==> src/rtl/hashed_context_cache_assert.svh <==
// assertion macros for the hashed context cache
// needs clk and rst in the scope of each use
`ifndef HASHED_CONTEXT_CACHE_ASSERT_SVH
`define HASHED_CONTEXT_CACHE_ASSERT_SVH

// consequent in the same cycle
`define HCC_ASSERT_NOW(lbl, ante, cons, msg) \
  lbl: assert property (@(posedge clk) disable iff (rst) (ante) |-> (cons)) \
    else $error(msg);

// consequent in the next cycle
`define HCC_ASSERT_NEXT(lbl, ante, cons, msg) \
  lbl: assert property (@(posedge clk) disable iff (rst) (ante) |=> (cons)) \
    else $error(msg);

`endif

==> src/rtl/hcc_pkg.sv <==
// shared constants, codes and controller/datapath interface types
// no dependencies
`timescale 1ns / 1ps
`default_nettype none
package hcc_pkg;
  localparam int SETS     = 16;
  localparam int WAYS     = 8;
  localparam int CONTEXTS = 128;
  localparam int ITEMS    = SETS * WAYS;

  localparam int SET_W  = $clog2(SETS);
  localparam int WAY_W  = $clog2(WAYS);
  localparam int ITEM_W = $clog2(ITEMS);
  localparam int CTX_W  = $clog2(CONTEXTS);
  localparam int IDX_W  = (ITEM_W > CTX_W) ? ITEM_W : CTX_W;

  localparam int CMD_W   = 2;
  localparam int COLOR_W = 8;
  localparam int PIX_W   = 32;
  localparam int SCR_W   = 3;
  localparam int FN_W    = 4;
  localparam int FONT_W  = 29;
  localparam int USERS_W = 16;
  localparam int HITS_W  = 32;

  localparam logic [CMD_W-1:0] CMD_FIND    = 2'd0;
  localparam logic [CMD_W-1:0] CMD_RELEASE = 2'd1;
  localparam logic [CMD_W-1:0] CMD_PURGE   = 2'd2;
  localparam logic [CMD_W-1:0] CMD_NOP     = 2'd3;

  // item store read address select
  localparam logic [1:0] ISEL_SLOT = 2'd0;
  localparam logic [1:0] ISEL_REL  = 2'd1;
  localparam logic [1:0] ISEL_IDX  = 2'd2;

  typedef struct packed {
    logic             load;
    logic             slot_re;
    logic             slot_we;
    logic             slot_wsel_it;
    logic [WAY_W-1:0] slot_way;
    logic             latch_it;
    logic             latch_pv;
    logic             item_re;
    logic [1:0]       item_sel;
    logic             ctx_re;
    logic             ctx_sel_idx;
    logic [IDX_W-1:0] idx;
    logic             hit_wr;
    logic             alloc_fill;
    logic             reuse_fill;
    logic             rel_wr;
    logic             purge_chk;
    logic             finish;
    logic             fault;
  } dp_cmd_t;

  typedef struct packed {
    logic has_ctx;
    logic match;
    logic reuse_ok;
    logic free;
    logic promote;
    logic rel_ok;
  } dp_status_t;
endpackage
`default_nettype wire

==> src/rtl/hcc_controller.sv <==
// controller: sequences probe, allocation scan, release and purge
// depends on hcc_pkg
`timescale 1ns / 1ps
`default_nettype none
module hcc_controller (
  input  wire logic                      clk,
  input  wire logic                      rst,
  input  wire logic                      start,
  input  wire logic [hcc_pkg::CMD_W-1:0] command,
  output logic                           busy,
  output hcc_pkg::dp_cmd_t               cmd,
  input  wire hcc_pkg::dp_status_t       status
);
  import hcc_pkg::*;

  localparam logic [3:0] S_IDLE = 4'd0;
  localparam logic [3:0] S_SLOT = 4'd1;
  localparam logic [3:0] S_ITEM = 4'd2;
  localparam logic [3:0] S_CTX  = 4'd3;
  localparam logic [3:0] S_CMP  = 4'd4;
  localparam logic [3:0] S_PV   = 4'd5;
  localparam logic [3:0] S_PCMP = 4'd6;
  localparam logic [3:0] S_SW2  = 4'd7;
  localparam logic [3:0] S_ARD  = 4'd8;
  localparam logic [3:0] S_ACHK = 4'd9;
  localparam logic [3:0] S_RRD  = 4'd10;
  localparam logic [3:0] S_RWR  = 4'd11;
  localparam logic [3:0] S_PRD  = 4'd12;
  localparam logic [3:0] S_PCHK = 4'd13;

  localparam logic [WAY_W-1:0] WAY_LAST = WAY_W'(WAYS - 1);
  localparam logic [IDX_W-1:0] CTX_LAST = IDX_W'(CONTEXTS - 1);
  localparam logic [IDX_W-1:0] ITM_LAST = IDX_W'(ITEMS - 1);

  logic [3:0]       state, state_next;
  logic [WAY_W-1:0] way, way_next;
  logic [IDX_W-1:0] idx, idx_next;

  assign busy = (state != S_IDLE);

  always_ff @(posedge clk) begin
    if (rst) begin
      state <= S_IDLE;
      way   <= '0;
      idx   <= '0;
    end else begin
      state <= state_next;
      way   <= way_next;
      idx   <= idx_next;
    end
  end

  always_comb begin
    state_next = state;
    way_next   = way;
    idx_next   = idx;
    cmd        = '0;
    cmd.idx    = idx;
    cmd.slot_way = way;
    unique case (state)
      S_IDLE: begin
        if (start) begin
          cmd.load = 1'b1;
          way_next = '0;
          idx_next = '0;
          unique case (command)
            CMD_FIND:    state_next = S_SLOT;
            CMD_RELEASE: state_next = S_RRD;
            CMD_PURGE:   state_next = S_PRD;
            default:     cmd.finish = 1'b1;
          endcase
        end
      end
      S_SLOT: begin
        cmd.slot_re = 1'b1;
        state_next  = S_ITEM;
      end
      S_ITEM: begin
        cmd.latch_it = 1'b1;
        cmd.item_re  = 1'b1;
        cmd.item_sel = ISEL_SLOT;
        state_next   = S_CTX;
      end
      S_CTX: begin
        if (status.has_ctx) begin
          cmd.ctx_re = 1'b1;
          state_next = S_CMP;
        end else begin
          idx_next   = '0;
          state_next = S_ARD;
        end
      end
      S_CMP: begin
        if (status.match) begin
          cmd.hit_wr = 1'b1;
          if (way == '0) begin
            cmd.finish = 1'b1;
            state_next = S_IDLE;
          end else begin
            cmd.slot_re  = 1'b1;
            cmd.slot_way = way - WAY_W'(1);
            state_next   = S_PV;
          end
        end else if (way == WAY_LAST) begin
          cmd.reuse_fill = status.reuse_ok;
          cmd.fault      = !status.reuse_ok;
          cmd.finish     = 1'b1;
          state_next     = S_IDLE;
        end else begin
          way_next   = way + WAY_W'(1);
          state_next = S_SLOT;
        end
      end
      S_PV: begin
        cmd.latch_pv = 1'b1;
        cmd.item_re  = 1'b1;
        cmd.item_sel = ISEL_SLOT;
        state_next   = S_PCMP;
      end
      S_PCMP: begin
        if (status.promote) begin
          cmd.slot_we = 1'b1;
          state_next  = S_SW2;
        end else begin
          cmd.finish = 1'b1;
          state_next = S_IDLE;
        end
      end
      S_SW2: begin
        cmd.slot_we      = 1'b1;
        cmd.slot_wsel_it = 1'b1;
        cmd.slot_way     = way - WAY_W'(1);
        cmd.finish       = 1'b1;
        state_next       = S_IDLE;
      end
      S_ARD: begin
        cmd.ctx_re      = 1'b1;
        cmd.ctx_sel_idx = 1'b1;
        state_next      = S_ACHK;
      end
      S_ACHK: begin
        if (status.free) begin
          cmd.alloc_fill = 1'b1;
          cmd.finish     = 1'b1;
          state_next     = S_IDLE;
        end else if (idx == CTX_LAST) begin
          cmd.fault  = 1'b1;
          cmd.finish = 1'b1;
          state_next = S_IDLE;
        end else begin
          idx_next   = idx + IDX_W'(1);
          state_next = S_ARD;
        end
      end
      S_RRD: begin
        cmd.item_re  = 1'b1;
        cmd.item_sel = ISEL_REL;
        state_next   = S_RWR;
      end
      S_RWR: begin
        cmd.rel_wr = status.rel_ok;
        cmd.finish = 1'b1;
        state_next = S_IDLE;
      end
      S_PRD: begin
        cmd.item_re  = 1'b1;
        cmd.item_sel = ISEL_IDX;
        state_next   = S_PCHK;
      end
      S_PCHK: begin
        cmd.purge_chk = 1'b1;
        if (idx == ITM_LAST) begin
          cmd.finish = 1'b1;
          state_next = S_IDLE;
        end else begin
          idx_next   = idx + IDX_W'(1);
          state_next = S_PRD;
        end
      end
      default: state_next = S_IDLE;
    endcase
  end
endmodule
`default_nettype wire

==> config.mk <==
export PLATFORM = sky130hd
export DESIGN_NAME = hcc_controller
export DESIGN_NICKNAME = d
export VERILOG_FILES = /design/src/rtl/hashed_context_cache_assert.svh /design/src/rtl/hcc_pkg.sv /design/src/rtl/hcc_controller.sv
export SDC_FILE = /design/constraint.sdc
export NUM_CORES = 1
export LEC_CHECK = 0
export BUFFER_PORTS_ARGS = -buffer_cell sky130_fd_sc_hd__buf_4
export CAP_MARGIN = 40
export CORE_ASPECT_RATIO = 1.25
export CORE_MARGIN = 1.5
export CORE_UTILIZATION = 52
export DETAILED_ROUTE_END_ITERATION = 7
export GPL_TIMING_DRIVEN = 0
export HOLD_SLACK_MARGIN = 0.02
export PLACE_DENSITY = 0.89
export SYNTH_ARGS = -nofsm -noshare
export SYNTH_HDL_FRONTEND = slang
export SYNTH_SLANG_ARGS = --single-unit
==> constraint.sdc <==
create_clock -name clk -period 1.9 [get_ports clk]
set_input_delay 0 -clock clk [delete_from_list [all_inputs] [get_ports clk]]
set_output_delay 0 -clock clk [all_outputs]
set_load 0.005 [all_outputs]
After elaboration in Yosys (flattened, before gate mapping):

Cells that the tools add are included.

* multiplexer cells: 59
* reductions and logical operators: 13
* equal/unequal tests: 23
* $add $sub $neg: 3

Operators by type and width (count)
* $pmux W4 S12: 1
* $mux W1: 29
* $mux W7: 4
* $pmux W7 S4: 1
* $eq A4 B4 Y1 const B: 6
* $mux W4: 6
* $mux W3: 7
* $eq A4 B3 Y1 const B: 4
* $pmux W3 S2: 2
* $pmux W4 S3: 1
* $ne A2 B2 Y1 const B: 5
* $pmux W3 S3: 1
* $eq A4 B2 Y1 const B: 2
* $pmux W1 S2: 4
* $reduce_and A4 Y1: 2
* $reduce_bool A4 Y1: 2
* $add A7 B1 Y7 const B: 1
* $eq A7 B7 Y1 const B: 1
* $pmux W1 S6: 1
* $eq A4 B1 Y1 const B: 1
* $logic_not A4 Y1: 1
* $mux W2: 2
* $ne A4 B1 Y1 const B: 1
* $reduce_or A2 Y1: 2
* 11 further kinds: 11

* input bits: 11
* logic and storage cells: 101
* flip-flop bits (word level): 14

Depth between registers and ports, before layout:

* depth in word-level cells: 5
* depth in mapped cells: 6
* gate-level depth less buffers: 6

Least setup slack after synthesis:

OpenSTA, ideal clock, no wires.

* path type: reg-to-reg
* start: register idx[0]
* end: register idx[2]
* arrival time: 1.702 ns
* buffers on the path: 0
* stages on the path, launching flop included: 6
* path slack: 0.126 ns
* path through: dfxtp_1 ha_1 and3_1 a41o_1 a2111oi_0 mux2i_1

* word-level cells in the longest chain between the ends: 4
* elaborated cells on any way between the ends: 5
* classes of those cells: 1 x add/sub; 1 x eq/ne; 3 x mux

Ends and longest elaborated chain
* from (decl): RTL line hcc_controller.sv:37 `logic [IDX_W-1:0] idx, idx_next;`
* from (signal assigned): RTL line hcc_controller.sv:49 `idx <= idx_next;`
* $add A7 B1 Y7 or $eq A7 B7 Y1 (tied branches)
* $mux W7 (*): RTL line hcc_controller.sv:146, hcc_controller.sv:172
* $mux W7: RTL line hcc_controller.sv:142 `if (status.free) begin`
* $pmux W7 S4 (*): RTL line hcc_controller.sv:60 `unique case (state)`

Mark *: on every way between the ends. The rest lies on a longest branch, timed or not. The select of a mux whose other input is x is not followed.
A chain may end at the register's enable or synchronous reset.

Final worst setup path:

* start: register idx[0]
* end: register idx[6]

The elaborated chain is that of the path after synthesis.

==> flow_summary.json <==
{
  "syn-instance-count": 187,
  "dieArea_um2": 3020,
  "ctsHoldBuffers": 0,
  "r2r_setup_slack_ns": 0.01,
  "grt_max_degree": 11,
  "critPathMaxFanout": 6,
  "crit_arrival_ns": 2.10,
  "reg2reg_from": "idx[0]",
  "syn-cell-area_um2": 1400,
  "seq_area_frac_synth_pct": 20.0,
  "ir_worst_vdd_uv": 464,
  "synthArstFlopShare_pct": 0,
  "slew_headroom_pct": 63.2,
  "synthAdderAreaFrac_pct": 8.02,
  "route.detailed.drc": 0,
  "status": "completed",
  "r2r_cells": 5,
  "hold_viol_final": 0,
  "p_int_uw": 889,
  "layout.nets": 258,
  "path_class": "reg -> reg",
  "numCtsBuffers": 3,
  "finalInstanceArea_um2": 1930,
  "final.fill_count": 197,
  "grt_pass1_wl_um": 6030,
  "dieHeight_um": 61.1,
  "syn_area_per_cell_um2": 7.51,
  "clk_path_buf_depth": 2,
  "worstPathRequired_ns": 2.11,
  "fin_hold_ws_ns": 0.0484,
  "wl_per_cell_um": 15.1,
  "synth-xor-area-share_pct": 1.25,
  "initial_core_util_pct": 56.1,
  "io-pin-count": 40,
  "firstDrtPassIters": 4,
  "seqPwrFrac_pct": 24.3,
  "root_buffer": "clkbuf_4",
  "dpl-instance-area_um2": 1740,
  "worstHoldPathType": "in -> reg",
  "ys.flop_type": "dfxtp_1",
  "htree_num_levels": 1,
  "tritoncts": "built",
  "cellPowerDensity_nw_per_um2": 823,
  "finalCritPeriodShare_pct": 99.4,
  "antenna_left": 0,
  "utilization_pct": 77.1,
  "portBuffers": 39,
  "critPathCaptureType": "register",
  "drt_iter0_markers": 66,
  "via_per_inst": 5.97,
  "switchingPower_uw": 698,
  "drive_gt1_share_pct": 35.0,
  "row_count": 20,
  "antenna_found_initial": 0,
  "worst_skew_pair.late_latency_ns": 0.30,
  "synth_edf_count": 0,
  "gp_congestion": 0.929,
  "cts_sinks": 14,
  "synth_compound_area_share_pct": 26.8,
  "ys_ff_latch": 14,
  "fin_skew_ns": 0.0110,
  "final.min_clock_period_ns": 1.89,
  "insertedDiodeCount": 0,
  "cap_viol_max_count": 0,
  "synth_nets": 207,
  "synth_top_family_by_area": "simple AND/OR/NAND/NOR gates",
  "min_to": "idx[2]",
  "wl_um": 4070,
  "startpoint_type": "register",
  "ys_types": 48,
  "clk_pin_slew_worst_paths_ns": 0.10,
  "grtUsageTotal_pct": 25.5,
  "vias": 1613,
  "synthMuxAreaShare_pct": 7.31,
  "synth-simple-area-share_pct": 28.3,
  "p_leak_nw": 0.868,
  "hold_path_startpoint": "rst",
  "dp_hpwl_um": 2740,
  "fp.dieW_um": 49.5,
  "max_freq_mhz": 530,
  "crit_start": "idx[0]",
  "worstReg2RegEnd": "idx[6]",
  "switching_share_pct": 44.0,
  "setup_violations": 0,
  "overflow": 0,
  "grt_pass1_vias": 1411,
  "yosys_warnings": 0,
  "power_frac_comb_pct": 61.3,
  "min_path_cells": 4,
  "tightest_slew_ns": 0.552,
  "area_delta_synth_final_pct": 37.4,
  "setup_tns_ns": 0,
  "clkPwrFrac_pct": 14.3,
  "coreArea_um2": 2500,
  "drv_slew": 0
}
-- placed cells by master, fill, tap and decap left out, drive strengths merged, types with 4 or more instances in the layout --
master,count
a31oi,4
nand2,11
a21oi,8
nor3,5
o21ai,18
nor2,17
a211oi,5
inv,13
buf,51
nand2b,5
dfxtp,14
mux2i,8
nor2b,11
nand3,5
clkbuf,10
ha,9
-- per-stage QoR --
stage	power (mW)	setup WS, ns	instances
2_1_floorplan	0.925	0.126	187
3_3_place_gp	1.18	-0.0480	259
3_5_place_dp	1.19	-0.0697	259
4_1_cts	1.43	-0.00465	264
5_1_grt	1.69	-0.0688	270
6_report	1.59	0.0116	270
-- how the worst max path moves through the flow --
stage / endpoint / cells past startpoint
floorplan: idx[2] / 5
global placement: idx[2] / 5
detailed placement: idx[2] / 5
CTS: idx[0] / 5
global route: idx[6] / 5
finish: idx[6] / 5
-- synthesized netlist by cell type, types with 2 or more instances --
cell type / number / share of area [%]
nand2b_1: 5 / 2.2
inv_1: 13 / 3.5
a31oi_1: 4 / 1.8
o21a_1: 2 / 1.1
a21o_1: 2 / 1.1
mux2i_1: 8 / 5.7
nand4_1: 2 / 0.89
a22oi_1: 2 / 1.1
o31ai_1: 3 / 1.6
nor3b_1: 2 / 1.1
buf_2: 3 / 1.1
nand3_1: 5 / 1.8
or3_1: 3 / 1.3
nor2b_1: 11 / 4.9
nor2_1: 17 / 4.5
xnor2_1: 2 / 1.2
nor3_1: 5 / 1.8
dfxtp_1: 14 / 20
a2111oi_0: 2 / 1.2
a21oi_1: 8 / 2.9
clkbuf_1: 4 / 1.1
nand2_1: 11 / 2.9
buf_6: 2 / 1.6
a211oi_1: 3 / 1.6
o21ai_0: 18 / 6.4
ha_1: 9 / 8.0
o22ai_1: 3 / 1.3
and3_1: 3 / 1.3
and2_1: 2 / 0.89
-- logic make-up (layout without fill, tap and decap cells) --
logic type,Yosys count,after routing
xor gates and xnor gates,2,2
DFF,14,14
and+or+nand+nor,72,72
adders and majority gates,9,9
AOI/OAI and AO/OA,56,56
muxes,9,9
buffers and inverters,25,75
-- sequential cells by signal (all words and copies together), names as in the netlist --
name / cells
way: 3
state: 4
idx: 7
-- cell type report --
| class | count | area (µm²) | share of cell area [%] |
|---|---|---|---|
| flip-flops and latches | 14 | 288 | 14.9 |
| multi-input cells | 148 | 1090 | 56.6 |
| plain buffers | 11 | 73.8 | 3.83 |
| repair buffers | 46 | 345 | 17.9 |
| well taps | 33 | 41.3 | 2.14 |
| inverters | 14 | 52.6 | 2.72 |
| clock buffers | 4 | 36.3 | 1.88 |
-- power by group through the flow --
stage          registers [mW]  logic, mW  clock network, mW
2_1_floorplan           0.370      0.556                  0
3_5_place_dp            0.377      0.809                  0
3_3_place_gp            0.375      0.803                  0
6_report                0.386      0.973              0.227
5_1_grt                 0.393       1.06              0.236
4_1_cts                 0.373      0.838              0.224
-- per-layer routing --
layer | routed length (µm) | up-vias | global-route usage [%]
li1 | - | 775 | -
met1 | 1640 | 744 | 28.4
met2 | 2110 | 82 | 50.6
met3 | 237 | 12 | 1.70
met4 | 85 | 0 | 11.5
met5 | 0 | - | 0
-- worst max-delay path: stages (launching register included) --
cell and delay [ns]:
dfxtp_2 0.35, ha_1 0.21, and3_1 0.25, a41o_4 0.34
a2111o_1 0.44, a211oi_2 0.21
-- timing repair --
item,in CTS,in global routing
gates resized for setup,11,23
pin swaps,0,2
endpoints found under the setup margin,11,20
setup buffers,1,6
No activity file was read; power rests on OpenSTA's default activity.
